==> src/hw/rtl/ftrc_pkg.sv <==
package ftrc_pkg;

    localparam logic CMD_CHECK  = 1'b0;
    localparam logic CMD_APPEND = 1'b1;

    localparam logic [1:0] SVC_TCP  = 2'd0;
    localparam logic [1:0] SVC_UDP  = 2'd1;
    localparam logic [1:0] SVC_ICMP = 2'd2;
    localparam logic [1:0] SVC_ANY  = 2'd3;

    localparam int IN_DATA_W  = 104;
    localparam int OUT_DATA_W = 16;
    localparam int HELD_W     = 7;

    typedef struct packed {
        logic        direction;
        logic [1:0]  service;
        logic        action;
        logic        source_address_wild;
        logic        dest_address_wild;
        logic        source_port_wild;
        logic        dest_port_wild;
        logic [31:0] source_address;
        logic [31:0] dest_address;
        logic [15:0] source_port_num;
        logic [15:0] dest_port_num;
    } rule_t;

    typedef struct packed {
        logic  valid;
        logic  command;
        logic  verdict;
        logic  status;
        rule_t fields;
    } item_t;

endpackage

==> src/hw/rtl/ftrc_cell.sv <==
module ftrc_cell
    import ftrc_pkg::*;
#(
    parameter int CW    = 7,
    parameter int INDEX = 0
)
(
    input  logic          clk,
    input  logic          rst_n,
    input  logic          en,
    input  item_t         item_in,
    input  logic [CW-1:0] count_in,
    output item_t         item_out,
    output logic [CW-1:0] count_out
);

    localparam logic [CW-1:0] SLOT      = CW'(INDEX);
    localparam logic [CW-1:0] SLOT_NEXT = CW'(INDEX + 1);

    item_t         item_reg;
    item_t         item_next;
    logic [CW-1:0] count_reg;
    rule_t         rule_reg;
    logic          store;
    logic          hit;
    logic          addr_ok;
    logic          port_ok;
    logic          svc_ok;

    always_comb
    begin
        addr_ok = (rule_reg.source_address_wild
                   || rule_reg.source_address == item_in.fields.source_address)
               && (rule_reg.dest_address_wild
                   || rule_reg.dest_address == item_in.fields.dest_address);
        port_ok = (item_in.fields.service == SVC_ICMP)
               || ((rule_reg.source_port_wild
                    || rule_reg.source_port_num == item_in.fields.source_port_num)
                   && (rule_reg.dest_port_wild
                    || rule_reg.dest_port_num == item_in.fields.dest_port_num));
        svc_ok  = (item_in.fields.service != SVC_ANY)
               && (rule_reg.service == item_in.fields.service || rule_reg.service == SVC_ANY);
        hit     = item_in.valid && (item_in.command == CMD_CHECK) && (SLOT < count_in)
               && (rule_reg.direction == item_in.fields.direction)
               && svc_ok && addr_ok && port_ok;
        store   = item_in.valid && (item_in.command == CMD_APPEND) && !item_in.status
               && (count_in == SLOT_NEXT);

        item_next         = item_in;
        item_next.verdict = hit ? rule_reg.action : item_in.verdict;
    end

    always_ff @(posedge clk or negedge rst_n)
    begin
        if (!rst_n)
        begin
            item_reg <= '0;
        end
        else if (en)
        begin
            item_reg <= item_next;
        end
    end

    always_ff @(posedge clk)
    begin
        if (en)
        begin
            count_reg <= count_in;
        end
        if (en && store)
        begin
            rule_reg <= item_in.fields;
        end
    end

    assign item_out  = item_reg;
    assign count_out = count_reg;

endmodule

==> config.mk <==
export PLATFORM = sky130hd
export DESIGN_NAME = ftrc_cell
export DESIGN_NICKNAME = d
export VERILOG_FILES = /design/src/hw/rtl/ftrc_pkg.sv /design/src/hw/rtl/ftrc_cell.sv
export SDC_FILE = /design/constraint.sdc
export NUM_CORES = 1
export LEC_CHECK = 0
export BUFFER_PORTS_ARGS = -buffer_cell sky130_fd_sc_hd__buf_4
export CAP_MARGIN = 10
export CELL_PAD_IN_SITES_DETAIL_PLACEMENT = 0
export CELL_PAD_IN_SITES_GLOBAL_PLACEMENT = 2
export CORE_MARGIN = 10
export CORE_UTILIZATION = 33
export DETAILED_ROUTE_END_ITERATION = 10
export HOLD_SLACK_MARGIN = 0.15
export PLACE_DENSITY = 0.82
export RECOVER_POWER = 100
export SLEW_MARGIN = 15
export SYNTH_ARGS = -nofsm -noshare
export SYNTH_HDL_FRONTEND = slang
export SYNTH_SLANG_ARGS = --single-unit
==> constraint.sdc <==
create_clock -name clk -period 1.7 [get_ports clk]
set_input_delay 0.34 -clock clk [delete_from_list [all_inputs] [get_ports clk]]
set_output_delay 0.34 -clock clk [all_outputs]
set_load 0.02 [all_outputs]
==> run summary <==
The width of the die is 180 um. The number of port buffers came out at 232. Clock tree synthesis selected as its root buffer the cell clkbuf_16. The category of the most critical setup path is flop to flop. The final reports fail on setup timing. The number of violations of the max-capacitance limit is 0. The clock period minus worst slack is 2.02 ns. The final hold violation count came to 0. Based on the critical path, the design can be clocked at up to 496 MHz. The flip-flop count of the largest register, all copies and words added is 108.

Counting along the longest clock path gives a buffer depth of 3. The class of the worst hold path is input port to flop. The max-slew violation count came out at 0.

The height of the chip is 180 um. The floorplan step defined a die boundary enclosing 32500 um^2. The post-route cell area came out at 12300 um^2.

The transition time at the pin with the least slew margin came out at 1.25 ns. The flip-flop and latch count after synthesis came out at 219. The HPWL after detailed placement came out at 16600 um. The share of synthesized area occupied by flip-flops and latches is 0.712. The number of CTS-inserted buffers is 24. The first-pass iteration count of the detailed router is 4. The first global-routing pass estimated 37400 um of wire.

The initial core utilization is 0.336. The total detailed-routing wirelength came out at 23500 um. The largest net degree at the start of global routing came out at 70. The flow ran to the end, but the final reports show violations.

The data required time of the worst path came out at 2.13 ns. The final number of setup-violating endpoints came out at 1. Dividing the final minimum period by the clock period gives 1.19. The layout-stage area growth over the synthesis result came out at 44.9%.

The aggregate global routing overflow came out at 0. TritonCTS built the clock tree. For the worst setup path, the data arrival time is 2.45 ns. The total of warnings raised by yosys came out at 0. The depth of the most critical reg-to-reg path came out at 6.

Setup repair after global routing could not meet its margin everywhere. STA classifies the critical path startpoint as a flop. In the routed layout, each cell is associated on average with a via count of 4.52. The number of buffers inserted by post-CTS setup repair is 0. In this run the number of H-tree levels came out at 1. The leakage power came out at 0.00452 uW. The areal power density over the cells came out at 1030 nW/um^2. For the worst-skew pair, the clock arrives at the later sink with an insertion delay of 0.51 ns. The critical register-to-register path startpoint is rule_reg[22]$_DFFE_PP_. The worst ir drop on vdd is 583 uV. Of all cell types, the one taking the most synthesized area is edfxtp_1. In the global route stage, overall resource usage came out at 0.140. The CTS sink count came out at 219. The number of antenna violations at the first check in global routing was 0.

The average cell area after synthesis came out at 17.4 um^2. The floorplan has 58 rows. After the first detailed-routing iteration, the DRC count stood at 230.

The post-route DRC violation count came out at 0. The largest fanout on the critical path is 2. The startpoint identified for the worst hold timing path is item_in[106].

The fraction of synthesized cell area taken by the top area cell type is 0.393. The worst relative slew slack came out at 0.164. The floorplan core area came out at 25300 um^2. Yosys attributes the largest share of cell area to edfxtp_1 (39%), dfrtp_1 (32%), mux2_2 (14%), xnor2_1 (10%), nand4_1 (1.8%). The final worst-path setup slack is -0.315 ns. The via count came out at 5701. The critical path endpoint category is a flop. The repair_antennas step left the layout with diodes totalling 0. The internal reg-to-reg setup slack came out at -0.32 ns. The area taken by multi-input logic gates came out at 2460 um^2. The capturing point of the worst reg2reg path is item_out[105]$_DFFE_PN0P_. The area occupied by registers is 6040 um^2. The count of boundary I/O pins came out at 233. The final design utilization came out at 0.486. The number of nets handed over by synthesis was 605. The average routed wire per standard cell is 18.6 um. At the end of routability-driven placement, the weighted congestion stood at 0.754.

The total negative slack for setup checks came out at -0.315 ns. The placed cell area is 11200 um^2. The number of nets with antenna violations after detailed routing is 0. Of the cells placed in the final design, the portion with a size suffix greater than 1 is 0.259. In this run the worst setup path begins at rule_reg[22]$_DFFE_PP_. The net total in the final layout came out at 1031. The fill cell instance count of the final layout came out at 2332. Across the routed clock network, the largest skew measured is 0.0155 ns.

The via count of the first global-routing pass came to 6598. The cell area after technology mapping came out at 8470 um^2. In this run the worst setup path terminates at item_out[105]$_DFFE_PN0P_. After clock tree synthesis, the clock-pin slew on the worst setup and hold paths is 0.06 ns.

The post-synthesis cell type count is 23. The gate count of the mapped netlist is 487.
==> cells in the mapped netlist <==
cell type	instances
nor4_2	2
or2_2	1
inv_1	1
nor4_1	5
nor2b_1	1
o21bai_1	1
a21oi_1	2
dfrtp_1	108
mux2_2	107
or4b_1	1
o32ai_1	1
o31a_1	1
o2111ai_1	1
a211oi_1	1
xnor2_1	98
nand2_1	1
a31oi_1	1
o41ai_1	1
nor2_1	4
clkbuf_1	12
edfxtp_1	111
nand4_1	25
nor3_1	1
==> through the flow <==
stage / cells / power, uW / setup WS, ns / hold WS, ns
2_1_floorplan: 487 / 6860 / -2.01 / 0.0444
3_3_place_gp: 1102 / 7880 / -0.450 / 0.241
3_5_place_dp: 1102 / 7930 / -0.465 / 0.247
4_1_cts: 1259 / 13100 / -0.307 / 0.0245
5_1_grt: 1260 / 13200 / -0.387 / 0.170
6_report: 1260 / 12600 / -0.315 / 0.196
==> metal layers <==
metal	GRT usage	vias to the layer above	routed length, um	part of all wire
li1	-	2665	-	-
met1	0.175	2804	9940	0.42
met2	0.233	193	11300	0.48
met3	0.0420	39	1710	0.073
met4	0.0364	0	503	0.021
met5	0	-	0	0
==> logic make-up after synthesis <==
group | share of synthesized area
AND/OR/NAND/NOR | 0.0306
buffers and inverters | 0.00576
AO/OA/AOI/OAI | 0.00783
multiplexers | 0.142
XOR/XNOR | 0.101
flip-flops | 0.712
==> critical path: stages (launching register included) <==
cell and delay [ns]:
edfxtp_1 0.42, xnor2_2 0.17, nand4_1 0.18, nor4_4 0.39, o21bai_1 0.09, or4b_1 0.51, a31oi_1 0.17
==> area by class of cell <==
class | count | share of cell area
clock inverters | 7 | 0.00469
clock buffers | 36 | 0.0568
repair buffers | 412 | 0.213
well taps | 330 | 0.0336
multi-input cells | 255 | 0.200
inverters | 1 | 0.000306
flip-flops and latches | 219 | 0.492
==> repair_timing <==
action                                  4_1_cts  5_1_grt
endpoints found under the setup margin        1        1
gates resized for setup                       6        3
hold buffers                                114        1
pin swaps                                    10        7
endpoints found under the hold margin       283        1
==> power by group <==
group	internal, uW	switching, uW
registers	5860	149
clock network	2960	1970
logic	749	929
==> worst min-delay path by stage <==
| stage | endpoint | slack (ns) | depth (start not counted) |
|---|---|---|---|
| floorplan | item_out[0]$_DFFE_PN0P_ | 0.04 | 0 |
| finish | item_out[106]$_DFFE_PN0P_ | 0.20 | 3 |
| global placement | item_out[35]$_DFFE_PN0P_ | 0.24 | 1 |
| detailed placement | item_out[35]$_DFFE_PN0P_ | 0.25 | 1 |
| CTS | rule_reg[19]$_DFFE_PP_ | 0.02 | 1 |
| global route | item_out[106]$_DFFE_PN0P_ | 0.17 | 3 |
==> cells in the final DEF, fill, tap and decap left out, types with 2 or more instances in the layout <==
cell type | synthesis | layout
a21oi_2 | 0 | 2
buf_2 | 0 | 5
buf_4 | 0 | 36
buf_6 | 0 | 4
clkbuf_1 | 12 | 215
clkbuf_16 | 0 | 25
clkbuf_2 | 0 | 2
clkbuf_4 | 0 | 42
clkbuf_8 | 0 | 3
clkinv_1 | 0 | 2
clkinv_2 | 0 | 4
dfrtp_1 | 108 | 108
dlygate4sd3_1 | 0 | 115
edfxtp_1 | 111 | 111
mux2_2 | 107 | 107
nand4_1 | 25 | 25
nor2_1 | 4 | 4
nor4_1 | 5 | 2
nor4_2 | 2 | 3
nor4_4 | 0 | 2
xnor2_1 | 98 | 96
xnor2_2 | 0 | 2
Power figures use the tool's default switching activity.
